## src/rtl/rtmc_pkg.sv

```systemverilog
// Shared types, command and status codes for the region table block.
package rtmc_pkg;

	localparam int unsigned CAPACITY_DEF = 64;

	localparam logic [1:0] CMD_ADD     = 2'd0;
	localparam logic [1:0] CMD_MARK    = 2'd1;
	localparam logic [1:0] CMD_COMPACT = 2'd2;

	localparam logic [1:0] STAT_OK      = 2'd0;
	localparam logic [1:0] STAT_FULL    = 2'd1;
	localparam logic [1:0] STAT_NOMATCH = 2'd2;

	typedef struct packed {
		logic [31:0] start;
		logic [31:0] size;
		logic        atomic;
	} rtmc_entry_t;

	typedef struct packed {
		logic [1:0] status;
		logic [6:0] entry_count;
		logic [5:0] slot;
	} rtmc_res_t;

endpackage

```

## src/rtl/rtmc_ram.sv

```systemverilog
// Generic single-port-write, single-port-read RAM with a registered read.
module rtmc_ram #(
	parameter int unsigned WIDTH = 8,
	parameter int unsigned DEPTH = 64
) (
	input  logic                     clk,
	input  logic                     wr_en,
	input  logic [$clog2(DEPTH)-1:0] wr_addr,
	input  logic [WIDTH-1:0]         wr_data,
	input  logic [$clog2(DEPTH)-1:0] rd_addr,
	output logic [WIDTH-1:0]         rd_data
);

	logic [WIDTH-1:0] mem [DEPTH];

	always_ff @(posedge clk) begin
		if (wr_en) begin
			mem[wr_addr] <= wr_data;
		end
		rd_data <= mem[rd_addr];
	end

endmodule

```

## src/rtl/rtmc_engine.sv

```systemverilog
// Command sequencer that reads, modifies and writes back the region table RAM.
module rtmc_engine
	import rtmc_pkg::*;
#(
	parameter int unsigned CAPACITY = CAPACITY_DEF
) (
	input  logic        clk,
	input  logic        arst_n,
	input  logic        cmd_valid,
	output logic        cmd_ready,
	input  logic [1:0]  command,
	input  logic [31:0] region_start,
	input  logic [31:0] region_size,
	input  logic        atomic_mark,
	output logic        res_valid,
	input  logic        res_ready,
	output rtmc_res_t   res
);

	localparam int unsigned IW = $clog2(CAPACITY);
	localparam int unsigned CW = $clog2(CAPACITY + 1);

	localparam logic [1:0] S_IDLE = 2'd0;
	localparam logic [1:0] S_SCAN = 2'd1;
	localparam logic [1:0] S_PACK = 2'd2;
	localparam logic [1:0] S_DONE = 2'd3;

	logic [1:0]    state_q;
	logic [CW-1:0] count_q;
	logic [CW-1:0] issue_q;
	logic [CW-1:0] kept_q;
	logic          chk_vld_s1;
	logic [IW-1:0] chk_idx_s1;
	logic [31:0]   start_q;
	rtmc_res_t     res_q;

	logic          wr_en;
	logic [IW-1:0] wr_addr;
	rtmc_entry_t   wr_data;
	rtmc_entry_t   rd_data;
	logic          hit;
	logic          keep;
	logic [CW-1:0] kept_nx;
	logic          room;

	function automatic logic [6:0] sat_count(input logic [CW-1:0] v);
		if (32'(v) > 32'd127) begin
			return 7'd127;
		end
		return 7'(v);
	endfunction

	function automatic logic [5:0] sat_slot(input logic [CW-1:0] v);
		if (32'(v) > 32'd63) begin
			return 6'd63;
		end
		return 6'(v);
	endfunction

	rtmc_ram #(
		.WIDTH($bits(rtmc_entry_t)),
		.DEPTH(CAPACITY)
	) u_ram (
		.clk     (clk),
		.wr_en   (wr_en),
		.wr_addr (wr_addr),
		.wr_data (wr_data),
		.rd_addr (issue_q[IW-1:0]),
		.rd_data (rd_data)
	);

	assign cmd_ready = (state_q == S_IDLE);
	assign res_valid = (state_q == S_DONE);
	assign res       = res_q;

	assign room    = (count_q < CW'(CAPACITY));
	assign hit     = chk_vld_s1 && (rd_data.start == start_q);
	assign keep    = chk_vld_s1 && ((rd_data.start != '0) || (rd_data.size != '0));
	assign kept_nx = kept_q + CW'(keep);

	// Write port: append on add, clear on a mark hit, move a kept entry down on compact.
	always_comb begin
		wr_en   = 1'b0;
		wr_addr = count_q[IW-1:0];
		wr_data = '{start: region_start, size: region_size, atomic: atomic_mark};
		unique case (state_q)
			S_IDLE: begin
				wr_en = cmd_valid && (command == CMD_ADD) && room;
			end
			S_SCAN: begin
				wr_en   = hit;
				wr_addr = chk_idx_s1;
				wr_data = '{start: 32'd0, size: 32'd0, atomic: rd_data.atomic};
			end
			S_PACK: begin
				wr_en   = keep;
				wr_addr = kept_q[IW-1:0];
				wr_data = rd_data;
			end
			default: begin
			end
		endcase
	end

	always_ff @(posedge clk or negedge arst_n) begin
		if (!arst_n) begin
			state_q    <= S_IDLE;
			count_q    <= '0;
			issue_q    <= '0;
			kept_q     <= '0;
			chk_vld_s1 <= 1'b0;
		end else begin
			unique case (state_q)
				S_IDLE: begin
					if (cmd_valid) begin
						issue_q    <= '0;
						kept_q     <= '0;
						chk_vld_s1 <= 1'b0;
						case (command)
							CMD_ADD: begin
								if (room) begin
									count_q <= CW'(count_q + 1'b1);
								end
								state_q <= S_DONE;
							end
							CMD_MARK:    state_q <= S_SCAN;
							CMD_COMPACT: state_q <= S_PACK;
							default:     state_q <= S_DONE;
						endcase
					end
				end
				S_SCAN: begin
					if (hit || (issue_q == count_q)) begin
						state_q    <= S_DONE;
						chk_vld_s1 <= 1'b0;
					end else begin
						issue_q    <= CW'(issue_q + 1'b1);
						chk_vld_s1 <= 1'b1;
					end
				end
				S_PACK: begin
					kept_q <= kept_nx;
					if (issue_q == count_q) begin
						count_q    <= kept_nx;
						state_q    <= S_DONE;
						chk_vld_s1 <= 1'b0;
					end else begin
						issue_q    <= CW'(issue_q + 1'b1);
						chk_vld_s1 <= 1'b1;
					end
				end
				S_DONE: begin
					if (res_ready) begin
						state_q <= S_IDLE;
					end
				end
				default: state_q <= S_IDLE;
			endcase
		end
	end

	always_ff @(posedge clk) begin
		unique case (state_q)
			S_IDLE: begin
				start_q <= region_start;
				case (command)
					CMD_ADD: begin
						if (room) begin
							res_q <= '{status: STAT_OK,
								entry_count: sat_count(CW'(count_q + 1'b1)),
								slot: sat_slot(count_q)};
						end else begin
							res_q <= '{status: STAT_FULL, entry_count: sat_count(count_q),
								slot: 6'd0};
						end
					end
					default: begin
						res_q <= '{status: STAT_OK, entry_count: sat_count(count_q),
							slot: 6'd0};
					end
				endcase
			end
			S_SCAN: begin
				chk_idx_s1 <= issue_q[IW-1:0];
				if (hit) begin
					res_q <= '{status: STAT_OK, entry_count: sat_count(count_q),
						slot: sat_slot(CW'(chk_idx_s1))};
				end else if (issue_q == count_q) begin
					res_q <= '{status: STAT_NOMATCH, entry_count: sat_count(count_q),
						slot: 6'd0};
				end
			end
			S_PACK: begin
				chk_idx_s1 <= issue_q[IW-1:0];
				if (issue_q == count_q) begin
					res_q <= '{status: STAT_OK, entry_count: sat_count(kept_nx),
						slot: sat_slot(CW'(count_q - kept_nx))};
				end
			end
			default: begin
			end
		endcase
	end

endmodule

```

## src/rtl/region_table_mark_compact.sv

```systemverilog
// Top level of the region table with add, mark and compact commands.
//
// Usage: command words arrive on the cmd channel (cmd_valid / cmd_ready) with the
// fields command, region_start, region_size and atomic_mark. Every command word
// yields exactly one result word on the res channel (res_valid / res_ready) with
// status, entry_count and slot. Words are handled one at a time, in order.
//
// Sequencing: an add, a rejected add or an unused command code moves from
// acceptance straight to the done state and gives its result from there. A mark
// walks the table from entry zero through the one RAM read port, one entry a
// cycle, and stops at the first match or after the last entry in use. A compact
// walks every entry in use once. The next command word is taken in the cycle
// after the engine hands its result on.
//
// Reset clears the entry count and all control state at once; the table RAM is
// not cleared, since only entries below the count are ever read.
//
// When the receiver stalls, the finished result waits in the output register. The
// engine still accepts and finishes one further command word, then holds that
// result and keeps cmd_ready low until the output register drains.
module region_table_mark_compact
	import rtmc_pkg::*;
#(
	parameter int unsigned CAPACITY = CAPACITY_DEF
) (
	input  logic        clk,
	input  logic        arst_n,
	input  logic        cmd_valid,
	output logic        cmd_ready,
	input  logic [1:0]  command,
	input  logic [31:0] region_start,
	input  logic [31:0] region_size,
	input  logic        atomic_mark,
	output logic        res_valid,
	input  logic        res_ready,
	output logic [1:0]  status,
	output logic [6:0]  entry_count,
	output logic [5:0]  slot
);

	logic      eng_valid;
	logic      eng_ready;
	rtmc_res_t eng_res;
	logic      out_valid_q;
	rtmc_res_t out_q;

	rtmc_engine #(
		.CAPACITY(CAPACITY)
	) u_engine (
		.clk          (clk),
		.arst_n       (arst_n),
		.cmd_valid    (cmd_valid),
		.cmd_ready    (cmd_ready),
		.command      (command),
		.region_start (region_start),
		.region_size  (region_size),
		.atomic_mark  (atomic_mark),
		.res_valid    (eng_valid),
		.res_ready    (eng_ready),
		.res          (eng_res)
	);

	// The output register takes a new result whenever it is empty or being emptied.
	assign eng_ready = !out_valid_q || res_ready;

	always_ff @(posedge clk or negedge arst_n) begin
		if (!arst_n) begin
			out_valid_q <= 1'b0;
		end else if (eng_ready) begin
			out_valid_q <= eng_valid;
		end
	end

	always_ff @(posedge clk) begin
		if (eng_ready && eng_valid) begin
			out_q <= eng_res;
		end
	end

	assign res_valid   = out_valid_q;
	assign status      = out_q.status;
	assign entry_count = out_q.entry_count;
	assign slot        = out_q.slot;

	// The reported count can never pass the capacity.
	a_count_bound: assert property (@(posedge clk) disable iff (!arst_n)
		res_valid |-> (32'(entry_count) <= CAPACITY))
		else $error("entry count above capacity");

	// An add is only refused when the table is exactly full.
	a_full_count: assert property (@(posedge clk) disable iff (!arst_n)
		(res_valid && (status == STAT_FULL)) |->
		((CAPACITY > 127) || (32'(entry_count) == CAPACITY)))
		else $error("full reported with table not full");

	// A refused add or a failed mark reports slot zero.
	a_fail_slot: assert property (@(posedge clk) disable iff (!arst_n)
		(res_valid && (status != STAT_OK)) |-> (slot == 6'd0))
		else $error("non-zero slot on failed command");

	// The engine never takes a command word while it is still walking the table.
	a_no_overlap: assert property (@(posedge clk) disable iff (!arst_n)
		(cmd_valid && cmd_ready) |=> !cmd_ready)
		else $error("command accepted back to back");

endmodule
```

## config.mk

```make
export PLATFORM = sky130hd
export DESIGN_NAME = region_table_mark_compact
export DESIGN_NICKNAME = d
export VERILOG_FILES = /design/src/rtl/rtmc_pkg.sv /design/src/rtl/rtmc_ram.sv /design/src/rtl/rtmc_engine.sv /design/src/rtl/region_table_mark_compact.sv
export SDC_FILE = /design/constraint.sdc
export NUM_CORES = 2
export LEC_CHECK = 0
export ABC_AREA = 0
export BUFFER_PORTS_ARGS = -buffer_cell sky130_fd_sc_hd__buf_2
export CAP_MARGIN = 25
export CELL_PAD_IN_SITES_DETAIL_PLACEMENT = 2
export CELL_PAD_IN_SITES_GLOBAL_PLACEMENT = 2
export CORE_MARGIN = 2
export CORE_UTILIZATION = 40
export DETAILED_ROUTE_END_ITERATION = 6
export PLACE_DENSITY = 0.72
export SETUP_SLACK_MARGIN = 0.5
export SLEW_MARGIN = 5
export SYNTH_ARGS = -nofsm -noshare
export SYNTH_HDL_FRONTEND = slang
export SYNTH_MEMORY_MAX_BITS = 65536
export SYNTH_SLANG_ARGS = --single-unit
```

## constraint.sdc

```tcl
create_clock -name clk -period 9.19 [get_ports clk]
set_input_delay 0.4595 -clock clk [delete_from_list [all_inputs] [get_ports clk]]
set_output_delay 0.4595 -clock clk [all_outputs]
set_load 0.02 [all_outputs]
```

==> run metrics <==
Setup violations, final 0; clock power share 0.302; Worst Path Buf+Inv 4; syn_nets 6566; largest area contributor in the netlist edfxtp_1; Synth Instances 6478; clock network latency to the later pin of the worst-skew pair 1.04 ns; CP delay by family, top buffers and inverters; Worst-Margin Slew 1.33 ns; asr flop ratio synth 0.00588; VDD IR-drop max ~0.26 mV; Worst Skew 0.0816 ns; largest net degree at the start of global routing around 130; fraction of layout cells with a size suffix above 1 0.336; routed via count 83500; Max-Cap Viols 0; Via density 6.51; reg-to-reg slack, setup around 2.9 ns; Die Area 0.410 sq mm; critical path cell sequence inv_1 > ha_4 > buf_4 > nor2_1 > a21o_1 > nor3_1 > nand2_1 > nor3_2 > buf_4 > buf_4; CTS sink count 4253; Crit path depth 10; switching power roughly 20000 uW; number of global-route vias before repair 86800; Final Net Count 7110; Initial Utilization 0.402; CTS tree built; most used cell, CP buf_4; Util after Layout 0.462; Post-CTS Setup Inserts 0; Setup CP Type register to register; CTS max path bufs 4; Die W 640 microns; final hold vios 0; mapped cell area about 0.16 sq mm; DRT Pass-1 Iters 7; Final Instance Area 0.186 sq mm; DRC 1; Worst-path clk slew approximately 0.06 ns; gr ovfl total 0; prevailing post-synth register cell edfxtp_1; min cycle time layout 6.29 ns; unrepaired setup endpoints after global routing no; Leakage Power between 0.05 and 0.06 uW; Synth area leaders edfxtp_1 77%, mux4_2 19%, dfxtp_1 0.79%; Seq cells post-synth 4253; status complete, but fails checks; most common cell in the netlist edfxtp_1; top-area cell type share of the netlist area 0.772; Most Crowded Layer GR met2; Distinct cells, synth 53; ANT nets after route 0; PD cells 329 mW/mm^2; IO Port Bufs 86; internal power about 42000 uW; FF-to-FF path depth 10; number of flops mapped to enable cells by yosys 4164; commonest cells in the netlist 4164 x edfxtp_1, 1344 x mux4_2, 207 x clkbuf_1; Critical Path RT ~10 ns; sequential fraction of the synthesis area 0.784; DP Area approximately 0.17 sq mm; YS warnings 0; r2r startpoint u_engine.state_q[0]$_DFFE_PN0P_; Worst Setup SP u_engine.state_q[0]$_DFFE_PN0P_; RR Endpoint u_engine.u_ram.mem[6][18]$_DFFE_PP_; Switching Fraction 0.322; worst setup path endpoint u_engine.u_ram.mem[6][18]$_DFFE_PP_; Logic pwr share 0.262; WP data arrival 6.89 ns; drt wl/cell roughly 47 microns; met2 Usage GRT 0.491; met3 Track Usage GR 0.0537; # rows roughly 230; GP Congestion 0.791; Flop pwr share 0.436; H-tree depth 5; CTS Root Cell clkbuf_16; Layout area overhead 15.0%; critical path capture point type register; Hold WC Path Type input port to async pin; syn_area_per_cell 25.0 sq um; Die Y 640 microns; Total GRT Usage 0.290; Boundary Pins 88; Crit Path Max Fanout 39; CP max stage delay ~0.86 ns; crit path launch type register; core area 0.403 sq mm; failing checks DRC; initial antenna violation count 32; met1 Use GR 0.363; ratio of final minimum period to clock period 0.684; global-route wire length before repair around 800000 microns; clock buffer count from CTS 443; Rel. slew slack 0.108; WL final roughly 600000 microns; CP max stage cell buf_4; final-report max-slew violation count 0; initial DRC count 13500; HPWL after DPL 325000 microns; fmax 159 MHz; Setup TNS 0 ns
## metrics by stage
step	cells	total power, uW	setup slack [ns]	hold slack, ns
global placement	11900	40900	3.30	0.409
CTS	12800	61300	2.82	0.0207
global route	12800	62700	2.99	0.0974
floorplan	6478	36200	1.93	0.164
detailed placement	11900	42700	2.83	0.412
finish	12800	61400	2.90	0.0679
## logic make-up (layout without fill, tap and decap cells)
| kind of cell | count (synthesis) | count (layout) | synth area share |
|---|---|---|---|
| DFF | 4253 | 4253 | 0.784 |
| muxes | 1351 | 1351 | 0.187 |
| buffers and inverters | 371 | 1295 | 0.00945 |
| and+or+nand+nor | 264 | 264 | 0.00805 |
| AOI/OAI and AO/OA | 167 | 167 | 0.00712 |
| xor gates and xnor gates | 53 | 53 | 0.00295 |
| adders and majority gates | 19 | 19 | 0.00148 |
| other | 0 | 12 | 0 |
## timing repair
| item | CTS | global route |
|---|---|---|
| setup endpoints to repair | 0 | 0 |
| gates resized for setup | 0 | 0 |
| hold buffers | 37 | 0 |
| hold endpoints to repair | 60 | 0 |
## sequential cells by signal (all words and copies together), names as in the netlist
name                    count
entry_count                 7
res_valid                   1
slot                        6
status                      2
u_engine.chk_idx_s1         6
u_engine.chk_vld_s1         1
u_engine.count_q            7
u_engine.issue_q            7
u_engine.kept_q             7
u_engine.res               15
u_engine.start_q           32
u_engine.state_q            2
u_engine.u_ram.mem       4096
u_engine.u_ram.rd_data     64
## final cells by class
class | instances | area, sq um
well taps | 5405 | 6760
repair buffers | 443 | 4000
diodes | 12 | 30.0
fillers | 35500 | 217000
clock buffers | 596 | 12100
flip-flops and latches | 4253 | 127000
inverters | 27 | 104
multi-input cells | 1854 | 34000
clock inverters | 229 | 2220
## cell usage in the layout (no fill, tap or decap), types with 22 or more instances in the layout
cell type      count
nor4_1            22
dfxtp_1           64
clkinv_1          74
clkinv_2          79
clkbuf_8          36
buf_16            25
buf_4            267
mux4_2          1344
xor2_1            27
buf_2             89
edfxtp_1        4164
o21ai_0           30
buf_12            24
a21oi_1           22
bufinv_16         34
clkbuf_1         113
nor2_1            30
xnor2_1           25
nand2_1           74
inv_1             26
dlygate4sd3_1     37
nor3_2            64
clkbuf_16        447
a22o_1            49
## worst reg2reg max path: cells and delay by family (launching register included)
family / cells / cell delay [ns]
AND/OR/NAND/NOR: 4 / 1.93
flip-flops: 1 / 0.43
AO/OA/AOI/OAI: 1 / 0.30
buffers and inverters: 4 / 2.49
adder cells (fa/ha/maj): 1 / 0.66
## per-layer routing
layer	up-vias	routed length, microns
met5	-	383
met4	18	31800
met3	1349	49400
met2	5853	304000
met1	46800	217000
li1	29400	-
## how the worst min path moves through the flow
stage / start / end / slack [ns]
after floorplan: arst_n / res_valid$_DFFE_PN0N_ / 0.16
after global placement: u_engine.res[10]$_DFFE_PP_ / entry_count[4]$_DFFE_PP_ / 0.41
after detailed placement: u_engine.res[14]$_DFFE_PP_ / status[1]$_DFFE_PP_ / 0.41
after CTS: arst_n / u_engine.state_q[0]$_DFFE_PN0P_ / 0.02
after global routing: arst_n / u_engine.state_q[1]$_DFFE_PN0P_ / 0.1
final: arst_n / u_engine.state_q[1]$_DFFE_PN0P_ / 0.07
## power groups by stage
| stage | Clock (uW) | Combinational, uW | Sequential [uW] |
|---|---|---|---|
| after global placement | 0 | 13900 | 27000 |
| after floorplan | 0 | 9270 | 27000 |
| after detailed placement | 0 | 15500 | 27100 |
| final | 18500 | 16100 | 26800 |
| after global routing | 19200 | 16700 | 26800 |
| after CTS | 18700 | 15900 | 26700 |
Note: power is estimated with default switching activity, not from simulation.
